[config.mk]
export PLATFORM = sky130hd
export DESIGN_NAME = gcms_ctrl
export DESIGN_NICKNAME = d
export VERILOG_FILES = /design/src/rtl/core/gcms_pkg.sv /design/src/rtl/core/gcms_ctrl.sv
export SDC_FILE = /design/constraint.sdc
export NUM_CORES = 1
export LEC_CHECK = 0
export BUFFER_PORTS_ARGS = -buffer_cell sky130_fd_sc_hd__buf_2
export CORE_MARGIN = 2
export CORE_UTILIZATION = 30
export CTS_BUF_LIST = sky130_fd_sc_hd__clkbuf_4
export DETAILED_ROUTE_END_ITERATION = 12
export PLACE_DENSITY = 0.58
export SLEW_MARGIN = 10
export SYNTH_ARGS = -nofsm -noshare
export SYNTH_HDL_FRONTEND = slang
export SYNTH_SLANG_ARGS = --single-unit
[constraint.sdc]
create_clock -name clk -period 3.2 [get_ports clk]
set_input_delay 0.64 -clock clk [delete_from_list [all_inputs] [get_ports clk]]
set_output_delay 0.64 -clock clk [all_outputs]
set_load 0.005 [all_outputs]
[src/rtl/core/gcms_pkg.sv]
// Shared constants, codes and types of the circular genome motif scanner.
`timescale 1ns / 1ps
package gcms_pkg;

	localparam int GENOME_MAX     = 4096;
	localparam int ADDR_W         = $clog2(GENOME_MAX);
	localparam int LEN_W          = 13;

	localparam int PROMOTER_LEN   = 22;
	localparam int STEM_LEN       = 4;
	localparam int TERMINATOR_LEN = 11;
	localparam int START_LEN      = 13;
	localparam int STOP_LEN       = 3;
	localparam int CODON_LEN      = 3;

	// The read window covers the longest motif.
	localparam int WIN_A   = (PROMOTER_LEN > TERMINATOR_LEN) ? PROMOTER_LEN : TERMINATOR_LEN;
	localparam int WIN_B   = (START_LEN > STOP_LEN) ? START_LEN : STOP_LEN;
	localparam int WIN_C   = (WIN_B > CODON_LEN) ? WIN_B : CODON_LEN;
	localparam int WIN_LEN = (WIN_A > WIN_C) ? WIN_A : WIN_C;
	localparam int K_W     = $clog2(WIN_LEN);

	localparam int START_IDX_W = $clog2(START_LEN);
	localparam int STOP_IDX_W  = $clog2(STOP_LEN);

	localparam int OP_W         = 2;
	localparam int PROMOTER_W   = 22;
	localparam int START_W      = 13;
	localparam int STOP_W       = 3;
	localparam int PROM_DIST_W  = 5;
	localparam int TERM_DIST_W  = 3;
	localparam int CODON_W      = 3;

	localparam logic [OP_W-1:0] OP_WRITE = 2'd0;
	localparam logic [OP_W-1:0] OP_FLIP  = 2'd1;
	localparam logic [OP_W-1:0] OP_QUERY = 2'd2;

	localparam int CFG_IDX_W  = 3;
	localparam int CFG_DATA_W = 22;
	localparam logic [CFG_IDX_W-1:0] CFG_GENOME_LENGTH    = 3'd0;
	localparam logic [CFG_IDX_W-1:0] CFG_PROMOTER_PATTERN = 3'd1;
	localparam logic [CFG_IDX_W-1:0] CFG_START_PATTERN    = 3'd2;
	localparam logic [CFG_IDX_W-1:0] CFG_START_CARE_MASK  = 3'd3;
	localparam logic [CFG_IDX_W-1:0] CFG_STOP_PATTERN     = 3'd4;

	localparam logic [LEN_W-1:0]   RST_GENOME_LENGTH   = 13'd4096;
	localparam logic [START_W-1:0] RST_START_CARE_MASK = 13'd6271;

	// Read-back of one genome bit, arriving in the cycle after its address.
	typedef struct packed {
		logic           clear;
		logic           valid;
		logic [K_W-1:0] k;
	} rd_ctl_t;

	typedef struct packed {
		logic commit;
		logic pos_err;
	} fin_t;

	typedef struct packed {
		logic [PROM_DIST_W-1:0] promoter_distance;
		logic [TERM_DIST_W-1:0] terminator_distance;
		logic                   start_found;
		logic                   stop_found;
		logic [CODON_W-1:0]     codon_value;
	} motif_res_t;

endpackage

[src/rtl/core/gcms_ctrl.sv]
// Sequencer: store writes, read-modify-write flips and the wrapped query read walk.
`timescale 1ns / 1ps
module gcms_ctrl (
	input  logic                          clk,
	input  logic                          arst_n,
	input  logic                          in_valid,
	output logic                          in_ready,
	input  logic [gcms_pkg::OP_W-1:0]     op,
	input  logic [gcms_pkg::ADDR_W-1:0]   position,
	input  logic                          base_value,
	input  logic [gcms_pkg::LEN_W-1:0]    eff_len,
	input  logic                          out_busy,
	output logic                          ram_we,
	output logic [gcms_pkg::ADDR_W-1:0]   ram_waddr,
	output logic                          ram_wdata,
	output logic                          ram_re,
	output logic [gcms_pkg::ADDR_W-1:0]   ram_raddr,
	input  logic                          ram_rdata,
	output gcms_pkg::rd_ctl_t             rd_ctl,
	output gcms_pkg::fin_t                fin
);
	import gcms_pkg::*;

	localparam logic [2:0] S_IDLE    = 3'd0;
	localparam logic [2:0] S_FLIP_WR = 3'd1;
	localparam logic [2:0] S_QRY     = 3'd2;
	localparam logic [2:0] S_DRAIN   = 3'd3;
	localparam logic [2:0] S_FINISH  = 3'd4;

	logic [2:0]        state_q;
	logic [ADDR_W-1:0] addr_q;
	logic [K_W-1:0]    cnt_q;
	logic              err_q;
	logic              rd_valid_s1;
	logic [K_W-1:0]    rd_k_s1;
	logic              accept;
	logic              pos_err;
	logic [LEN_W-1:0]  addr_inc;
	logic [ADDR_W-1:0] addr_next;

	assign in_ready = (state_q == S_IDLE);
	assign accept   = in_valid && in_ready;
	assign pos_err  = (LEN_W'(position) >= eff_len);

	// The walk wraps at the effective length, so short genomes wrap repeatedly.
	assign addr_inc  = LEN_W'(addr_q) + LEN_W'(1);
	assign addr_next = (addr_inc == eff_len) ? '0 : addr_inc[ADDR_W-1:0];

	always_comb begin
		ram_we    = 1'b0;
		ram_waddr = position;
		ram_wdata = base_value;
		if (accept && (op == OP_WRITE)) begin
			ram_we = 1'b1;
		end else if (state_q == S_FLIP_WR) begin
			ram_we    = 1'b1;
			ram_waddr = addr_q;
			ram_wdata = ~ram_rdata;
		end
	end

	assign ram_re    = (accept && (op == OP_FLIP)) || (state_q == S_QRY);
	assign ram_raddr = (state_q == S_QRY) ? addr_q : position;

	assign rd_ctl.clear = accept && (op == OP_QUERY);
	assign rd_ctl.valid = rd_valid_s1;
	assign rd_ctl.k     = rd_k_s1;

	assign fin.commit  = (state_q == S_FINISH) && !out_busy;
	assign fin.pos_err = err_q;

	always_ff @(posedge clk or negedge arst_n) begin
		if (!arst_n) begin
			state_q     <= S_IDLE;
			rd_valid_s1 <= 1'b0;
			cnt_q       <= '0;
			err_q       <= 1'b0;
		end else begin
			rd_valid_s1 <= (state_q == S_QRY);
			unique case (state_q)
				S_IDLE: begin
					if (accept && (op == OP_FLIP)) begin
						state_q <= S_FLIP_WR;
					end else if (accept && (op == OP_QUERY)) begin
						err_q   <= pos_err;
						cnt_q   <= '0;
						state_q <= pos_err ? S_FINISH : S_QRY;
					end
				end
				S_FLIP_WR: begin
					state_q <= S_IDLE;
				end
				S_QRY: begin
					cnt_q <= cnt_q + K_W'(1);
					if (cnt_q == K_W'(WIN_LEN - 1)) begin
						state_q <= S_DRAIN;
					end
				end
				S_DRAIN: begin
					state_q <= S_FINISH;
				end
				S_FINISH: begin
					if (!out_busy) begin
						state_q <= S_IDLE;
					end
				end
				default: begin
					state_q <= S_IDLE;
				end
			endcase
		end
	end

	always_ff @(posedge clk) begin
		rd_k_s1 <= cnt_q;
		if (accept) begin
			addr_q <= position;
		end else if (state_q == S_QRY) begin
			addr_q <= addr_next;
		end
	end

endmodule

# After elaboration in Yosys (flattened, before gate mapping)
# Cells that the tools add are included.
dict set report word_totals {
  wordCells 57
  in_bits 33
  reg_bits 27
}
dict set report op_classes {
  n_addsub 2
  magnitude_cmp 1
  reduce_logical 14
  eq_ne 13
  muxes 19
  bitwise_logic 2
}
# cell n
set ops {}
lappend ops {{12-bit two-way mux} 6}
lappend ops {{3-bit two-way mux} 5}
lappend ops {{12-bit by 1-bit adder with 13-bit output, second input constant} 1}
lappend ops {{13-bit == test} 1}
lappend ops {{12-bit by 13-bit greater-or-equal comparator with 1-bit output} 1}
lappend ops {{3-bit case mux with 4 select lines} 1}
lappend ops {{5-bit two-way mux} 2}
lappend ops {{5-bit case mux with 2 select lines} 1}
lappend ops {{3-bit AND reduction} 3}
lappend ops {{3-bit by 2-bit == test with 1-bit output, second input constant} 2}
lappend ops {{5-bit by 1-bit adder with 5-bit output, second input constant} 1}
lappend ops {{5-bit == test, second input constant} 1}
lappend ops {{1-bit logical AND} 5}
lappend ops {{1-bit two-way mux} 4}
lappend ops {{2-bit by 1-bit != test with 1-bit output, second input constant} 2}
lappend ops {{2-bit != test, second input constant} 2}
lappend ops {{2-bit nonzero test} 2}
lappend ops {{3-bit by 1-bit == test with 1-bit output, second input constant} 1}
lappend ops {{3-bit == test, second input constant} 1}
lappend ops {{3-bit zero test} 1}
lappend ops {{3-bit by 1-bit != test with 1-bit output, second input constant} 1}
lappend ops {{2-bit by 1-bit == test with 1-bit output, second input constant} 1}
lappend ops {{2-bit == test, second input constant} 1}
lappend ops {{2-bit zero test} 1}
lappend ops {{3 further kinds} 4}

# Depth between registers and ports, before layout
dict set report depth {
  word_depth 6
  ltp_mapped 9
  mapped_depth_nobuf 8
}

# Worst setup path after synthesis
# No wires, ideal clock.
dict set report synth_timing {
  kind {input port to output port}
  from {input in_valid}
  to {output ram_we}
  t_arrival_ps 1788
  path_stages 4
  required_time_ps 2560
  path_slack_ps 772
  path_cell_list {or4b_1 -> buf_2 -> buf_1 -> o31ai_1}
}
dict set report synth_between {
  elab_chain_len 3
}
# element line_no
set synth_rtl {}
lappend synth_rtl {{from (decl)} gcms_ctrl.sv:6} ;# input logic in_valid,
lappend synth_rtl {{1-bit logical AND} gcms_ctrl.sv:42} ;# assign accept = in_valid && in_ready;
lappend synth_rtl {{1-bit logical AND} gcms_ctrl.sv:53} ;# if (accept && (op == OP_WRITE)) begin
lappend synth_rtl {{1-bit two-way mux} gcms_ctrl.sv:53}
lappend synth_rtl {{to (decl)} gcms_ctrl.sv:13} ;# output logic ram_we,
# Every way passes these cells.

# Worst setup path in the final report
dict set report layout_timing {
  from {register state_q[0]}
  to {output ram_waddr[4] in the netlist's numbering}
}
dict set report layout_between {
  elab_chain_len 4
  word_cells_on_any_way 6
}
# element line_no
set layout_rtl {}
lappend layout_rtl {{from (decl)} gcms_ctrl.sv:30} ;# logic [2:0] state_q;
lappend layout_rtl {{from (signal assigned)} gcms_ctrl.sv:87} ;# state_q <= pos_err ? S_FINISH : S_QRY;
lappend layout_rtl {{3-bit zero test} gcms_ctrl.sv:41} ;# assign in_ready = (state_q == S_IDLE);
lappend layout_rtl {{1-bit logical AND} gcms_ctrl.sv:42}
lappend layout_rtl {{1-bit logical AND} gcms_ctrl.sv:53}
lappend layout_rtl {{12-bit two-way mux *} gcms_ctrl.sv:53}
lappend layout_rtl {{to (decl)} gcms_ctrl.sv:14} ;# output logic [gcms_pkg::ADDR_W-1:0] ram_waddr,
# Every way passes the cells marked *; elsewhere a longest branch is shown, timed or not.

==> out/summary.log <==
qor: run_status.status finished, final reports clean
qor: place.gpl.final_weighted_congestion 0.874
qor: cts.postCtsResizedCells 0
qor: finish.drive_gt1_frac 0.269
qor: floorplanning.die_h 93.2 um
qor: power.power.share.switching 0.459
qor: place.portBuffers 69
qor: global_routing.gr-usage-met2 0.265
qor: global_routing.grt_first_pass_wirelength 10900 um
qor: power.power.static_leakage 1.39 nW
qor: place.post-dp-hpwl 5200 um
qor: sta.max_slew.worst_pin.slew 0.701 ns
qor: sta.max_slew_headroom 0.532
qor: synth.syn_avg_cell_area 8.31 um2
qor: global_routing.global_route.usage.met3 0.0226
qor: hold_path.hold_path_class in -> async
qor: cts.cts_hold_buf 0
qor: setup_path.worstReg2RegStart addr_q[0]
qor: setup_path.critPathRequiredTime 2.56 ns
qor: cts.clk_transition_reported_paths 0.19 ns
qor: synth.synth_seq_cells 27
qor: global_routing.antenna_found_initial 0
qor: global_routing.overflow 0
qor: setup_path.arrival_time_at_the_worst_endpoint 2.11 ns
qor: sta.layout_min_cycle_time 2.75 ns
qor: floorplanning.core_area 7730 um2
qor: power.sequential_power_share 0.358
qor: power.power.switching 1.06 mW
qor: power.internal_power_consumption 1.25 mW
qor: power.power.share.combinational 0.564
qor: synth.postSynthNetCount 335
qor: sta.achievable-frequency 363 MHz
qor: sta.largest_clock_skew_in_the_final_design 0.0119 ns
qor: synth.ys_top_cells_by_area edfxtp_1 (15%), nand2_1 (11%), dfrtp_1 (10%), ha_1 (7.9%), a211oi_2 (4.2%)
qor: drt.dr.first_iter.drc_count 85
qor: finish.most_common_cell_after_layout_fill_and_taps_aside buf_2
qor: sta.holdWs 0.0992 ns
qor: cts.numClockSinks 27
qor: sta.timing_hold_violations_final 0
qor: power.pwr-share-clk 0.078
qor: drt.drtAntennaViolNets 0
qor: floorplanning.die_area 8680 um2
qor: setup_path.critical_path_class reg -> out
qor: floorplanning.row_count 32
qor: setup_path.worst-r2r-setup-slack 0.62 ns
qor: finish.n_antenna_cell 0
qor: cts.clockBufferDepth 2
qor: sta.slew_viol_final 0
qor: drt.post_drt_wl_per_cell 14.9 um
qor: synth.yosysWarnings 0
qor: synth.synth_enable_flop_cells 12
qor: finish.layout_common_cells buf_2 (69), nand2_1 (67), nor2_1 (22)
qor: setup_path.timing.critical_path.fanout_max 16
qor: sta.final-setup-viol-count 0
qor: floorplanning.initial_core_utilization 0.309
qor: setup_path.critical_path.startpoint state_q[0]
qor: synth.synth.largest_area_cell edfxtp_1
qor: global_routing.grt_max_degree 26
qor: drt.dr_total_vias 2174
qor: cts.skew_pair_late_insertion_delay 0.36 ns
qor: global_routing.vias_in_the_first_global_route 2150
qor: sta.tns 0 ns
qor: cts.cts_made_buffers 3
qor: synth.synthesis.instances 287
qor: setup_path.cp-start-kind flip-flop
qor: setup_path.worstSetupEndpointType output pin
qor: drt.routed_wl 6690 um
qor: floorplanning.io_pins 70
qor: synth.synth_top_cell_area_share 0.151
qor: drt.first_pass_iters 4
qor: cts.cts_setup_buffers 0
qor: synth.syn-cell-area 2380 um2
qor: synth.synth_cell_types 50
qor: sta.final_min_period_over_clock_period 0.861
qor: synth.synth_async_sr_flop_share 0.370
qor: cts.cts.root.buffer_cell clkbuf_4
qor: synth.synth_ff_type edfxtp_1
qor: floorplanning.dieWidth 93.2 um
qor: drt.routed_via_density 4.85
qor: cts.cts_max_level 1
qor: power.p_total 2.31 mW
qor: drt.drcViolationCount 0
qor: cts.cts_tree done
qor: finish.final_net_count 395
qor: global_routing.global_route.peak_usage_layer met2
qor: power.ir_drop 0.000287 V
qor: global_routing.gr_util_met1 0.213
qor: finish.areaGrowthSynthToFinish 18.5%
qor: synth.seq_area_frac_synth 0.298
qor: sta.grt_setup_unrepaired no
qor: power.power_density 817 nW/um2
qor: job.max_cap_viol_count 0
qor: global_routing.groute.usage.overall 0.159
==> registers in the layout (all words and copies together), names as in the netlist <==
signal       flops
cnt_q            5
addr_q          12
state_q          3
err_q            1
rd_k_s1          5
rd_valid_s1      1
==> final cells by class <==
class	count	area (um2)
tap	102	128
multi-input combinational	223	1500
sequential	27	711
inverter	17	63.8
clock buffer	3	22.5
fill	826	4900
clock inverter	1	8.76
timing repair buffer	75	390
==> power groups by stage <==
stage               registers (mW)  logic [mW]  clock network, mW
floorplan                    0.682        1.05                  0
global placement             0.828        1.30                  0
detailed placement           0.834        1.31                  0
CTS                          0.824        1.32              0.183
global route                 0.861        1.46              0.194
finish                       0.826        1.30              0.180
==> synthesized netlist by cell type (2+ instances only) <==
cell      number
a211oi_1       5
a211oi_2       8
a21o_1         6
a21oi_1        8
buf_1          2
buf_2          5
buf_4          5
clkbuf_1       7
dfrtp_1       10
dfxtp_1        5
edfxtp_1      12
ha_1          15
inv_1         17
mux2i_1        2
nand2_1       67
nand2b_1       4
nand3_1        5
nand4_1        6
nand4b_1       2
nor2_1        22
nor2b_1        7
nor3_1         5
o21ai_0       10
o21ai_1        3
o31ai_1        2
or4b_1         4
xnor2_1       11
xnor3_1        4
xor2_1         7
==> critical path, stage by stage (launching register included) <==
cell	delay [ns]
dfrtp_1	0.53
nor2b_1	0.25
nand2b_1	0.42
o21ai_0	0.38
buf_2	0.17
==> kinds of logic after synthesis <==
logic type / synth area share
multiplexers: 0.00839
AO/OA/AOI/OAI: 0.160
AND/OR/NAND/NOR: 0.272
XOR/XNOR: 0.111
flip-flops: 0.298
adder cells (fa/ha/maj): 0.0787
buffers and inverters: 0.0719
==> through the flow <==
stage          cell area, um2   util  setup WS (ns)  cells
3_3_place_gp             2800  0.362          0.794    444
4_1_cts                  2830  0.366          0.407    448
3_5_place_dp             2800  0.362          0.732    444
5_1_grt                  2830  0.366          0.327    448
2_1_floorplan            2380      -          0.772    287
6_report                 2830  0.366          0.446    448
==> routing by layer <==
metal  wire, um  share of wire
met4        118          0.018
met5          0              0
met3        306          0.046
met1       3100           0.46
met2       3170           0.47
==> final timing paths <==
kind	endpoint	cells past startpoint
max in group asynchronous	state_q[1]	1
worst max register to register	addr_q[11]	8
worst min register to register	rd_k_s1[4]	0
min in group clk	rd_k_s1[4]	0
worst max-delay path	ram_waddr[4]	4
worst min-delay path	state_q[0]	1
(Power assumes the default switching activity.)
