<file path="config.mk">
export PLATFORM = sky130hd
export DESIGN_NAME = gcms_eval
export DESIGN_NICKNAME = d
export VERILOG_FILES = /design/src/rtl/core/gcms_pkg.sv /design/src/rtl/core/gcms_eval.sv
export SDC_FILE = /design/constraint.sdc
export NUM_CORES = 1
export LEC_CHECK = 0
export BUFFER_PORTS_ARGS = -buffer_cell sky130_fd_sc_hd__clkbuf_2
export CAP_MARGIN = 5
export CORE_AREA = 4 4 78 80
export CTS_CLUSTER_SIZE = 10
export DETAILED_ROUTE_END_ITERATION = 10
export DIE_AREA = 0 0 82 84
export GPL_TIMING_DRIVEN = 0
export MAX_ROUTING_LAYER = met4
export PLACE_DENSITY = 0.7
export SETUP_SLACK_MARGIN = 0.1
export SLEW_MARGIN = 10
export SYNTH_ARGS = -nofsm -noshare
export SYNTH_HDL_FRONTEND = slang
export SYNTH_SLANG_ARGS = --single-unit
</file>
<file path="constraint.sdc">
create_clock -name clk -period 3.1 [get_ports clk]
set_input_delay 0 -clock clk [delete_from_list [all_inputs] [get_ports clk]]
set_output_delay 0 -clock clk [all_outputs]
set_load 0.05 [all_outputs]
</file>
<file path="src/rtl/core/gcms_pkg.sv">
// Shared constants, codes and types of the circular genome motif scanner.
`timescale 1ns / 1ps
package gcms_pkg;

	localparam int GENOME_MAX     = 4096;
	localparam int ADDR_W         = $clog2(GENOME_MAX);
	localparam int LEN_W          = 13;

	localparam int PROMOTER_LEN   = 22;
	localparam int STEM_LEN       = 4;
	localparam int TERMINATOR_LEN = 11;
	localparam int START_LEN      = 13;
	localparam int STOP_LEN       = 3;
	localparam int CODON_LEN      = 3;

	// The read window covers the longest motif.
	localparam int WIN_A   = (PROMOTER_LEN > TERMINATOR_LEN) ? PROMOTER_LEN : TERMINATOR_LEN;
	localparam int WIN_B   = (START_LEN > STOP_LEN) ? START_LEN : STOP_LEN;
	localparam int WIN_C   = (WIN_B > CODON_LEN) ? WIN_B : CODON_LEN;
	localparam int WIN_LEN = (WIN_A > WIN_C) ? WIN_A : WIN_C;
	localparam int K_W     = $clog2(WIN_LEN);

	localparam int START_IDX_W = $clog2(START_LEN);
	localparam int STOP_IDX_W  = $clog2(STOP_LEN);

	localparam int OP_W         = 2;
	localparam int PROMOTER_W   = 22;
	localparam int START_W      = 13;
	localparam int STOP_W       = 3;
	localparam int PROM_DIST_W  = 5;
	localparam int TERM_DIST_W  = 3;
	localparam int CODON_W      = 3;

	localparam logic [OP_W-1:0] OP_WRITE = 2'd0;
	localparam logic [OP_W-1:0] OP_FLIP  = 2'd1;
	localparam logic [OP_W-1:0] OP_QUERY = 2'd2;

	localparam int CFG_IDX_W  = 3;
	localparam int CFG_DATA_W = 22;
	localparam logic [CFG_IDX_W-1:0] CFG_GENOME_LENGTH    = 3'd0;
	localparam logic [CFG_IDX_W-1:0] CFG_PROMOTER_PATTERN = 3'd1;
	localparam logic [CFG_IDX_W-1:0] CFG_START_PATTERN    = 3'd2;
	localparam logic [CFG_IDX_W-1:0] CFG_START_CARE_MASK  = 3'd3;
	localparam logic [CFG_IDX_W-1:0] CFG_STOP_PATTERN     = 3'd4;

	localparam logic [LEN_W-1:0]   RST_GENOME_LENGTH   = 13'd4096;
	localparam logic [START_W-1:0] RST_START_CARE_MASK = 13'd6271;

	// Read-back of one genome bit, arriving in the cycle after its address.
	typedef struct packed {
		logic           clear;
		logic           valid;
		logic [K_W-1:0] k;
	} rd_ctl_t;

	typedef struct packed {
		logic commit;
		logic pos_err;
	} fin_t;

	typedef struct packed {
		logic [PROM_DIST_W-1:0] promoter_distance;
		logic [TERM_DIST_W-1:0] terminator_distance;
		logic                   start_found;
		logic                   stop_found;
		logic [CODON_W-1:0]     codon_value;
	} motif_res_t;

endpackage

</file>
<file path="src/rtl/core/gcms_eval.sv">
// Motif evaluator: folds each returned genome bit into the running match results.
`timescale 1ns / 1ps
module gcms_eval (
	input  logic                              clk,
	input  gcms_pkg::rd_ctl_t                 rd_ctl,
	input  logic                              bit_in,
	input  logic [gcms_pkg::PROMOTER_W-1:0]   promoter_pattern,
	input  logic [gcms_pkg::START_W-1:0]      start_pattern,
	input  logic [gcms_pkg::START_W-1:0]      start_care_mask,
	input  logic [gcms_pkg::STOP_W-1:0]       stop_pattern,
	output gcms_pkg::motif_res_t              res
);
	import gcms_pkg::*;

	logic [WIN_LEN-1:0]     win_q;
	logic [PROM_DIST_W-1:0] prom_q;
	logic [TERM_DIST_W-1:0] term_q;
	logic                   start_q;
	logic                   stop_q;
	logic [CODON_W-1:0]     codon_q;
	logic [K_W-1:0]         k;
	logic [K_W-1:0]         mirror_k;

	assign k        = rd_ctl.k;
	assign mirror_k = K_W'(TERMINATOR_LEN - 1) - k;

	always_ff @(posedge clk) begin
		if (rd_ctl.clear) begin
			prom_q  <= '0;
			term_q  <= '0;
			start_q <= 1'b1;
			stop_q  <= 1'b1;
			codon_q <= '0;
		end else if (rd_ctl.valid) begin
			win_q[k] <= bit_in;
			if (k < K_W'(PROMOTER_LEN)) begin
				prom_q <= prom_q + PROM_DIST_W'(bit_in ^ promoter_pattern[k]);
			end
			// The far end of each stem pair arrives after its partner is stored.
			if ((k >= K_W'(TERMINATOR_LEN - STEM_LEN)) && (k <= K_W'(TERMINATOR_LEN - 1))) begin
				term_q <= term_q + TERM_DIST_W'(bit_in ^ win_q[mirror_k]);
			end
			if (k < K_W'(START_LEN)) begin
				if (start_care_mask[k[START_IDX_W-1:0]] &&
				    (bit_in != start_pattern[k[START_IDX_W-1:0]])) begin
					start_q <= 1'b0;
				end
			end
			if (k < K_W'(STOP_LEN)) begin
				if (bit_in != stop_pattern[k[STOP_IDX_W-1:0]]) begin
					stop_q <= 1'b0;
				end
			end
			if (k < K_W'(CODON_LEN)) begin
				codon_q <= {codon_q[CODON_W-2:0], bit_in};
			end
		end
	end

	assign res.promoter_distance   = prom_q;
	assign res.terminator_distance = term_q;
	assign res.start_found         = start_q;
	assign res.stop_found          = stop_q;
	assign res.codon_value         = codon_q;

endmodule

</file>
---- Word-level counts from Yosys, hierarchy flattened ----
Cells that the tools add are included.
word-level totals
  RAM bits ................................ 0
  memories kept ........................... 0
  logic and storage cells ................. 46
  input port bits ......................... 60
  bits in latches ......................... 0
  bits in read-only memories .............. 0
  flip-flop bits (word level) ............. 35
  output and inout port bits .............. 13
cells by class
  magnitude comparators ................... 10
  multiply operators ...................... 0
  divide/modulo/power cells ............... 0
  reduce and logical (&&, ||, !) cells .... 9
  equal/unequal tests ..................... 2
  bitwise operators ....................... 3
  muxes and demuxes ....................... 13
  $add $sub $neg .......................... 3
  shift operators ......................... 0
operators with widths
  operator                                                            number
  bitwise mux 22 bit                                                  1
  less-than comparator 5 x 6 -> 1 bit (second input constant)         2
  binary-select mux 1 bit (select 5 bit)                              2
  binary-select mux 1 bit (select 4 bit)                              2
  AND reduction 2 bit                                                 4
  2-to-1 mux 1 bit                                                    6
  AND reduction 3 bit                                                 2
  adder 5 x 1 -> 5 bit                                                1
  demux 1 bit (select 5 bit)                                          1
  greater-or-equal comparator 5 x 1 -> 1 bit (second input constant)  1
  greater-or-equal comparator 5 x 3 -> 1 bit (second input constant)  1
  less-or-equal comparator 5 x 4 -> 1 bit (second input constant)     1
  less-than comparator 4 x 5 -> 1 bit (second input constant)         1
  less-than comparator 5 x 2 -> 1 bit (second input constant)         1
  less-than comparator 5 x 4 -> 1 bit (second input constant)         1
  less-than comparator 5 bit (second input constant)                  1
  subtractor 4 x 5 -> 5 bit (first input constant)                    1
  adder 3 x 1 -> 3 bit                                                1
  logical AND 1 bit                                                   3
  less-than comparator 2 x 3 -> 1 bit (second input constant)         1
  binary-select mux 1 bit (select 2 bit)                              1
  inequality test 1 bit                                               2
  XOR 1 bit                                                           2
  inverter 1 bit                                                      1

---- Longest topological paths before layout ----
Gate-level depths: netlist of the first run.
  depth in word-level cells ............... 5
  gate-level depth with buffers ........... 14
  depth with buffers taken out ............ 12

---- Worst setup path before layout of the first run ----
No wires, ideal clock.
  path type ............................... input-to-reg
  from .................................... input rd_ctl[1] (netlist bit)
  to ...................................... register term_q[2]
  setup time .............................. 0.128 ns
  arrival ................................. 2.457 ns
  setup slack ............................. 0.516 ns
  path buffers ............................ 2
  cell stages on the path ................. 13
  required time ........................... 2.972 ns
  cell sequence ........................... buf_4 buf_2 inv_1 ha_1 mux4_1 mux4_2 a21oi_1 xnor2_1 ha_1 ha_1 nand4b_1 xor2_1 nor2_1
between the ends
  longest elaborated chain between the ends .. 5
  elaborated cells between the ends (all ways) .. 9
  those cells by class .................... add/sub (2); order compare (2); mux (2); bitwise (1); reduce/logical (2)
RTL lines
  what                                    RTL line         RTL
  start, declared                         gcms_eval.sv:5   input gcms_pkg::rd_ctl_t rd_ctl,
  subtractor 4 x 5 -> 5 bit               gcms_eval.sv:25  assign mirror_k = K_W'(TERMINATOR_LEN - 1) - k;
  binary-select mux 1 bit (select 5 bit)  gcms_eval.sv:41  term_q <= term_q + TERM_DIST_W'(bit_in ^ win_q[mirror_k]);
  2-to-1 mux 1 bit (not written as such)  gcms_eval.sv:41
  XOR 1 bit                               gcms_eval.sv:41
  adder 3 x 1 -> 3 bit                    gcms_eval.sv:41
  end signal, assigned                    gcms_eval.sv:41
  end, declared                           gcms_eval.sv:17  logic [TERM_DIST_W-1:0] term_q;
Several ways; a longest one is shown, not always the timed one. The select of a mux whose other input is x is not followed.
A chain may end at the register's enable or synchronous reset.

---- Final worst setup path of the first run ----
Same ends and word-level chain as after synthesis.

==> results of run 1 <==
## final cells by class
cell class / count / area share [%]
well taps: 72 / 3.26
repair buffers: 72 / 13.2
multi-input cells: 136 / 42.7
clock inverters: 1 / 0.317
clock buffers: 7 / 3.89
plain buffers: 13 / 2.90
flip-flops and latches: 35 / 33.3
inverters: 3 / 0.408
## synth_stat cells, types with 2 or more instances
cell type	instances	area share, %
nor2_1	35	6.0
edfxtp_1	22	30
mux2i_1	16	7.3
dfxtp_1	13	12
mux4_2	12	12
nand2_1	11	1.9
ha_1	8	4.6
xor2_1	6	2.4
a21oi_1	5	1.1
nand2b_1	5	1.4
xnor2_1	5	2.0
buf_2	4	0.91
mux4_1	4	4.8
o21ai_0	4	0.91
buf_4	3	1.0
clkbuf_1	3	0.51
inv_1	3	0.51
nand3b_1	3	1.0
nand4_1	3	0.86
buf_6	2	1.0
mux2_2	2	1.0
nand4b_1	2	0.80
nor2b_1	2	0.57
## flip-flops by register name, indices dropped and copies added, names as in the netlist
| signal | count |
|---|---|
| term_q | 3 |
| prom_q | 5 |
| win_q | 22 |
| start_q | 1 |
| codon_q | 3 |
| stop_q | 1 |
## routing by layer
| metal | up-vias | track usage (%) |
|---|---|---|
| li1 | 852 | - |
| met1 | 844 | 19.4 |
| met2 | 45 | 25.5 |
| met3 | 8 | 4.21 |
| met4 | 0 | 5.14 |
| met5 | - | - |
## cells by family after synthesis
logic type                 count (synthesis)
adders and majority gates                  8
DFF                                       35
xor gates and xnor gates                  11
buffers and inverters                     16
AOI/OAI and AO/OA                         17
muxes                                     34
and+or+nand+nor                           66
## critical path: stages
cell and delay, ps:
clkbuf_2 120, buf_4 210, buf_2 250, inv_1 170, ha_2 440, mux4_1 310
mux4_2 460, a21oi_1 200, xnor2_1 90, ha_1 190, ha_1 170, nand4b_1 100
xor2_1 150, nor2_1 50
## worst min-delay path by stage
stage,from,to,slack (ps),depth (start not counted)
after detailed placement,rd_ctl[6],codon_q[2],250,2
final,rd_ctl[5],term_q[2],110,4
after CTS,rd_ctl[5],term_q[2],110,4
after global routing,rd_ctl[5],term_q[2],180,4
after floorplan,rd_ctl[6],codon_q[2],70,1
after global placement,rd_ctl[6],codon_q[2],250,2
## power by group through the flow
stage	logic, mW	clock network, mW	registers, mW
after detailed placement	0.214	0	0.514
after CTS	0.216	0.413	0.503
after global placement	0.212	0	0.514
final	0.214	0.403	0.503
after floorplan	0.133	0	0.524
after global routing	0.237	0.426	0.504
## metrics by stage
step / worst slack [ps] / power [mW] / cells / utilization (%) / instance area (µm²)
3_5_place_dp: 7.16 / 0.728 / 330 / 48.7 / 2630
3_3_place_gp: -21.7 / 0.725 / 330 / 48.7 / 2630
4_1_cts: 311 / 1.13 / 339 / 51.1 / 2760
2_1_floorplan: 516 / 0.657 / 187 / - / 2190
5_1_grt: 140 / 1.17 / 339 / 51.1 / 2760
6_report: 355 / 1.12 / 339 / 51.1 / 2760
## what timing repair did
| action | CTS | global route |
|---|---|---|
| hold buffers | 1 | 0 |
| hold endpoints to repair | 2 | 0 |
| endpoints found under the setup margin | 0 | 2 |
| resized for setup | 0 | 1 |
==> results by group, run 1 <==
Place
  – I/O Buffers: 71
  – HPWL Detailed: between 3 and 4 mm
  – GPL Wtd Cong: 0.837

Clocking
  – TritonCTS clock tree: yes
  – CTS buffer count: 5
  – CTS sink count: 35
  – Clock Path Buffers: 2
  – Worst-Skew Late Latency: 290 ps
  – H-tree levels: 2
  – CTS Root Cell: clkbuf_8
  – Clock-pin slew on the worst setup and hold paths: approximately 80 ps
  – Setup bufs post-CTS: 0

Setup path
  – Worst Reg2Reg Path Length in Cells: 9
  – CP Launch Type: input pin
  – Crit path to: term_q[2]
  – CP Capture Type: flip-flop
  – Reg2reg setup slack: between 600 and 700 ps
  – Setup Crit Path Kind: input pin to flip-flop
  – Worst setup path start: rd_ctl[1]
  – Arr. time, crit path: slightly below 3000 ps
  – Reg2reg end: term_q[2]
  – Worst-path fanout max: 10
  – Reg-to-Reg Start: win_q[19]
  – Req. time, crit path: around 3300 ps

Timing
  – Fin. Hold Viols: 0
  – Worst Skew: between 7 and 8 ps
  – Fmax: between 300 and 400 MHz
  – Setup_tns: 0 ps
  – Max_slew headroom: roughly three fifths
  – Fin. max-slew vios: 0
  – Worst slew pin tran: ~570 ps
  – RSZ-0062 raised after global routing: no
  – Final Setup Violations: 0
  – Crit path time final: approximately 2700 ps
  – WHS: 108 ps
  – Tcrit/Tclk final: slightly below 90%

Final layout
  – Register Area: 921 µm²
  – Commonest non-fill, non-tap cell in the layout: clkbuf_2
  – Most frequent cells in the layout: clkbuf_2 (71), nor2_1 (35), edfxtp_1 (22)
  – Layout cell share with drive strength beyond 1: around two fifths
  – Area of the multi-input gates: around 1200 µm²
  – Ant diodes: 0
  – Layout area overhead: 26.2%
  – # fillers: roughly 500
  – NumNets Final: roughly 330

Die
  – Die Wd: between 80 and 90 µm
  – Ports: 73
  – Starting density of the core: 40.5%
  – Core box area: between 5000 and 6000 µm²
  – FP Rows: 27
  – Die ar.: 6890 µm²
  – Die height: ~84 µm

Synthesis
  – Largest family of logic cells by synthesized area: multiplexers
  – Post-synth ARST share: 0%
  – Post-Synth Simple-Gate Area: between 10% and 20%
  – Mux cell area share after synthesis: between 20% and 30%
  – Yosys reg bits: 35
  – Warnings from Yosys: 0
  – Cell variety after synth: 37
  – Post-synth top flop: edfxtp_1
  – Post-Syn Instances: about 190
  – Fraction of synthesized cell area in xor and xnor cells: 4.40%
  – Avg Inst Size Synth: approximately 12 µm²
  – Synthesized cell area: 2190 µm²
  – EDFF count, synth: 22
  – Sequential share of the synthesized area: around 42%
  – Net Count, Synth: ~260
  – Post-synthesis adder-cell area fraction: around 4.6%
  – Post-synthesis compound-gate area fraction: just under 5%

Drt
  – Wirelength, routed: 5.08 mm
  – Highest metal used: met4
  – DR iter-0 viols: ~110
  – Met2 Wirelength: roughly 2.6 mm
  – First drt pass iteration count: 4
  – Via Count: about 1,700
  – Routed wl met3: ~330 µm
  – Via density: about 5.2
  – Routed len/inst: approximately 15 µm
  – Antenna Nets Post-Route: 0
  – Number of remaining DRC errors: 0
  – M1 WL: around 2.1 mm

Global routing
  – Total gr overflow: 0
  – Largest net degree at the start of global routing: 24
  – First-pass GRT wire length: around 8.1 mm
  – Initial antenna violation count: 0
  – Global Route Usage Sum: 15.9%
  – Vias in the first global route: 1,740

Power and ir drop
  – Psw: ~280 µW
  – Sw Ratio: around 25%
  – Power share of the sequential group: between 40% and 50%
  – Clock power share: between 30% and 40%
  – Power Dens Cells: between 400 and 500 nW/µm²
  – Comb power frac: roughly a fifth
  – Lkg Pwr: approximately 1.2 nW
  – Internal: approximately 840 µW
  – Worst IR Drop VDD: roughly 0.24 mV

Flow run
  – Max_cap viols: 0

Outcome
  – Status: completed

Hold path
  – Hold WC Path Type: input pin to flip-flop
Note: power is estimated with default switching activity, not from simulation.
==> run 2, diff against run 1 <==
--- a/config.mk
+++ b/config.mk
@@ -8,11 +8,11 @@
 export BUFFER_PORTS_ARGS = -buffer_cell sky130_fd_sc_hd__clkbuf_2
 export CAP_MARGIN = 5
-export CORE_AREA = 4 4 78 80
+export CORE_AREA = 4 4 70 88
 export CTS_CLUSTER_SIZE = 10
 export DETAILED_ROUTE_END_ITERATION = 10
-export DIE_AREA = 0 0 82 84
+export DIE_AREA = 0 0 74 92
 export GPL_TIMING_DRIVEN = 0
 export MAX_ROUTING_LAYER = met4
-export PLACE_DENSITY = 0.7
+export PLACE_DENSITY = 0.71
 export SETUP_SLACK_MARGIN = 0.1
 export SLEW_MARGIN = 10
==> constraint.sdc (replaced) <==
create_clock -name clk -period 3.1 [get_ports clk]
set_input_delay 0.31 -clock clk [delete_from_list [all_inputs] [get_ports clk]]
set_output_delay 0.31 -clock clk [all_outputs]
set_load 0.05 [all_outputs]
==> run 2 against run 1 <==
Effect of this change: cell count did not move; via count fell by 1.5%; die area fell by 1.2%; register-to-register slack got worse by 60 ps; core utilization rose by 1.7 points.
==> results by group, run 2 (synthesis gave the netlist of run 1 again) <==
Die
  – Starting density of the core: about two fifths
  – FP Rows: 30
  – Die Wd: roughly 74 µm
  – Die height: between 90 and 100 µm
  – Ports: 73
  – Die ar.: approximately 6800 µm²
  – Core box area: between 5000 and 6000 µm²

Setup path
  – CP Launch Type: input pin
  – Worst-path fanout max: 10
  – Arr. time, crit path: between 3000 and 4000 ps
  – Setup Crit Path Kind: input pin to flip-flop
  – CP Capture Type: flip-flop
  – Req. time, crit path: around 3300 ps
  – Worst Reg2Reg Path Length in Cells: 9

Timing
  – Tcrit/Tclk final: approximately 90%
  – Fin. max-slew vios: 0
  – Fin. Hold Viols: 0
  – Worst Skew: slightly below 8 ps
  – Crit path time final: approximately 2900 ps
  – Max_slew headroom: around 67%
  – RSZ-0062 raised after global routing: no
  – Worst slew pin tran: 499 ps
  – Fmax: between 300 and 400 MHz
  – Worst setup margin: between 200 and 250 ps
  – Final Setup Violations: 0

Final layout
  – Ant diodes: 0
  – Largest regs: win_q x22, prom_q x5
  – NumNets Final: 342
  – Most frequent cells in the layout: clkbuf_2 (71), nor2_1 (35), edfxtp_1 (22)
  – Commonest non-fill, non-tap cell in the layout: clkbuf_2
  – Layout area overhead: 29.4%
  – Layout cell share with drive strength beyond 1: about two fifths
  – Max reg flops: 22
  – Most flop-heavy register: win_q
  – Layout Cells excl Fill: ~340

Power and ir drop
  – Worst IR Drop VDD: between 0.2 and 0.3 mV
  – Power Dens Cells: ~390 nW/µm²
  – Lkg Pwr: 1.22 nW

Outcome
  – Status: completed

Drt
  – Antenna Nets Post-Route: 0
  – Routed wl met3: 363 µm
  – Highest metal used: met4
  – Via Count: 1,723
  – DR iter-0 viols: 82
  – M1 WL: ~2.1 mm
  – Routed len/inst: about 15 µm
  – Via density: 5.08
  – Wirelength, routed: approximately 5.2 mm
  – First drt pass iteration count: 4
  – Met2 Wirelength: roughly 2.6 mm
  – Number of remaining DRC errors: 0

Clocking
  – Worst-Skew Late Latency: about 280 ps
  – H-tree levels: 2
  – CTS buffer count: 5
  – TritonCTS clock tree: yes
  – Hold-fix buffers, CTS: 0
  – Clock Path Buffers: 2
  – CTS Root Cell: clkbuf_8
  – Clock-pin slew on the worst setup and hold paths: approximately 70 ps
  – CTS sink count: 35

Global routing
  – Vias in the first global route: about 1,700
  – Largest net degree at the start of global routing: 24
  – Initial antenna violation count: 0
  – Total gr overflow: 0
  – First-pass GRT wire length: 8.28 mm
  – Global Route Usage Sum: 16.1%

Place
  – Placed insts: ~320
  – GPL Wtd Cong: around 0.83
  – HPWL Detailed: ~4.0 mm
  – Place WS: -434 ps
  – I/O Buffers: ~70

Hold path
  – Hold WC Path Type: input pin to flip-flop
  – Hold Crit Depth: 2

Flow run
  – Max_cap viols: 0
run 2: cell types whose count changed in the layout (fill, tap and decap cells not counted), sizes merged:
cell	change
buf	+9
inv	-2
clkbuf	+1
clkinvlp	+1
dlygate4sd3	-1
run 2: routing by layer:
layer / up-vias / track usage (%)
met1: 793 / 19.6
met3: 5 / 3.29
met4: 0 / 5.44
met5: - / -
li1: 867 / -
met2: 58 / 26.2
run 2: final cells by class:
type | instances | area [µm²]
repair buffers | 80 | 423
well taps | 64 | 80.1
flip-flops and latches | 35 | 921
clock buffers | 8 | 100
multi-input cells | 136 | 1200
fillers | 484 | 2530
inverters | 3 | 15.0
plain buffers | 13 | 93.8
run 2: repair_timing:
item / in CTS / in global routing
hold endpoints to repair: 0 / 0
resized for setup: 4 / 5
setup buffers: 0 / 9
pin swaps: 0 / 1
gates cloned: 0 / 0
setup endpoints to repair: 3 / 2
run 2: path summary, 6_finish.rpt:
check        slack [ps]    endpoint      start
max reg2reg         630   term_q[2]   win_q[3]
min                 260  codon_q[2]  rd_ctl[6]
min reg2reg         470      stop_q     stop_q
max                 250   term_q[2]  rd_ctl[1]
run 2: where the power goes:
group / internal [mW] / switching (mW) / total, mW / leakage [nW]
Clock: 0.203 / 0.154 / 0.356 / 0.0515
Sequential: 0.500 / 0.00345 / 0.504 / 0.303
Combinational: 0.120 / 0.115 / 0.235 / 0.869
Total: 0.823 / 0.272 / 1.10 / 1.22
run 2: critical path, cell delays in order:
cell        delay (ps)
clkbuf_2           140
buf_8              140
buf_6              150
clkinvlp_4         160
ha_4               340
mux4_1             280
mux4_2             510
a21oi_4            190
xnor2_1            160
ha_1               180
ha_1               130
nand4b_1           120
xor2_1             160
nor2_1              50
run 2: stage by stage:
| step | setup TNS [ps] | utilization [%] | hold WS, ps | instance area (µm²) | total power, mW |
|---|---|---|---|---|---|
| after detailed placement | -1050 | 48.9 | 462 | 2620 | 0.731 |
| after CTS | 0 | 51.1 | 253 | 2740 | 1.09 |
| after global routing | 0 | 52.8 | 263 | 2830 | 1.15 |
| after floorplan | 0 | - | 382 | 2190 | 0.657 |
| final | 0 | 52.8 | 264 | 2830 | 1.10 |
| after global placement | -989 | 48.9 | 461 | 2620 | 0.727 |
==> run 3, diff against run 2 <==
- clock period: 3.1 -> 3.65 ns (I/O delays scaled with it)
==> run 3 against run 2 <==
Effect of this change: worst setup slack better by 130 ps; die area unchanged; count of clock-buffer cells in the layout unchanged; routed wire length down 2.2%; critical path depth unchanged; cell count down 2.7%; core utilization down 2.0 points; sequential share of layout area up 1.3 points; flip-flop and latch count unchanged; total power down 17%; via count down 2.6%; final area down 3.8%; critical endpoint unchanged; largest cell class unchanged.
==> results by group, run 3 (synthesis gave the netlist of run 1 again) <==
Setup path
  – Top cell by count, worst path: ha_1
  – Max stage delay cell, worst path: mux4_2
  – Setup Crit Path Kind: input pin to flip-flop
  – CP Cell Sequence: clkbuf_2 -> buf_4 -> buf_2 -> inv_1 -> ha_1 -> mux4_1 -> mux4_2 -> a21oi_1 -> xnor2_1 -> ha_1 -> ha_1 -> nand4b_1 -> xor2_1 -> nor2_1
  – Arr. time, crit path: between 3000 and 4000 ps
  – Slowest Stage Delay on Critical Path: about 470 ps
  – CP Launch Type: input pin
  – Critical path buffers and inverters: 4
  – CP Capture Type: flip-flop
  – Cell family with most CP delay: adder cells
  – Cell depth of the worst setup path: 14
  – Req. time, crit path: 3810 ps
  – Reg2reg setup slack: approximately 1100 ps
  – Worst-path fanout max: 10
  – Worst Reg2Reg Path Length in Cells: 9

Die
  – FP Rows: 30
  – Die ar.: between 6000 and 7000 µm²
  – Ports: between 70 and 80
  – Die height: between 90 and 100 µm
  – Core box area: roughly 5400 µm²
  – Die Wd: between 70 and 80 µm
  – Starting density of the core: 40.8%

Timing
  – Worst slew pin tran: 524 ps
  – Crit path time final: around 3300 ps
  – Max_slew headroom: approximately two thirds
  – Tcrit/Tclk final: 89.8%
  – Final Setup Violations: 0
  – RSZ-0062 raised after global routing: no
  – Worst Skew: 7.88 ps
  – WHS: 322 ps
  – Fmax: 305 MHz
  – Fin. Hold Viols: 0
  – Fin. max-slew vios: 0
  – Setup_tns: 0 ps

Clocking
  – CTS sink count: 35
  – Post-CTS sizing: 0
  – Hold-fix buffers, CTS: 0
  – CTS Root Cell: clkbuf_8
  – Clock-pin slew on the worst setup and hold paths: 70 ps
  – Worst-Skew Late Latency: 280 ps
  – Setup bufs post-CTS: 0
  – CTS buffer count: 5
  – TritonCTS clock tree: yes
  – Clock Path Buffers: 2
  – H-tree levels: 2

Hold path
  – Hold Crit Depth: 2
  – Hold WC Path Type: input pin to flip-flop

Final layout
  – Most flop-heavy register: win_q
  – Layout cell share with drive strength beyond 1: 38.0%
  – Ant diodes: 0
  – Max reg flops: 22
  – Layout Cells excl Fill: 330
  – Largest regs: win_q x22, prom_q x5
  – Most frequent cells in the layout: clkbuf_2 (71), nor2_1 (35), edfxtp_1 (22)
  – # fillers: roughly 500
  – Area of the multi-input gates: 1180 µm²
  – NumNets Final: between 300 and 400
  – Layout area overhead: 24.5%
  – Register Area: about 920 µm²
  – Commonest non-fill, non-tap cell in the layout: clkbuf_2

Drt
  – Via Count: between 1,500 and 2,000
  – Number of remaining DRC errors: 0
  – Via density: slightly above 5
  – First drt pass iteration count: 4
  – DR iter-0 viols: between 80 and 90
  – Antenna Nets Post-Route: 0
  – Routed len/inst: 15.3 µm
  – Wirelength, routed: just over 5 mm

Global routing
  – Total gr overflow: 0
  – Global Route Usage Sum: around 16%
  – Vias in the first global route: 1,739
  – Largest net degree at the start of global routing: 24
  – Initial antenna violation count: 0
  – First-pass GRT wire length: between 8 and 9 mm

Place
  – I/O Buffers: between 70 and 80
  – HPWL Detailed: around 4.0 mm
  – GPL Wtd Cong: approximately 0.83
  – Placed insts: around 320

Outcome
  – Status: completed

Power and ir drop
  – Design Power: about 910 µW
  – Power Dens Cells: approximately 340 nW/µm²
  – Lkg Pwr: about 1.2 nW
  – Worst IR Drop VDD: ~0.23 mV

Flow run
  – Max_cap viols: 0
==> run 3: per-stage QoR <==
step                setup WS [ps]  instance area (µm²)  util [%]
floorplan                     701                 2190         -
global placement             88.1                 2620      48.9
detailed placement           60.8                 2620      48.9
CTS                           370                 2720      50.7
global route                  137                 2720      50.7
finish                        373                 2720      50.7
==> run 3: report_power, final <==
part	total (mW)	switching, mW	internal (mW)	leakage, nW
sequential	0.428	0.00293	0.425	0.303
clock	0.303	0.131	0.172	0.0515
combinational	0.183	0.0920	0.0911	0.824
total	0.914	0.225	0.688	1.18
==> run 3: final timing paths <==
kind | start | to
max | rd_ctl[1] | term_q[2]
min | rd_ctl[6] | codon_q[2]
min reg2reg | stop_q | stop_q
max reg2reg | win_q[3] | term_q[2]
==> run 3: per-layer routing <==
layer	wire length [µm]	up-vias	track usage, %
met5	0	-	-
met2	2550	49	26.2
met3	306	5	3.18
met1	2130	778	19.5
li1	-	847	-
met4	77	0	5.44
==> run 3: area by class of cell <==
| class | instances | area share, % |
|---|---|---|
| multi-input combinational | 136 | 43.2 |
| sequential | 35 | 33.8 |
| timing repair buffer | 71 | 13.0 |
| clock buffer | 8 | 3.67 |
| buffer | 13 | 2.94 |
| tap | 64 | 2.94 |
| inverter | 3 | 0.413 |
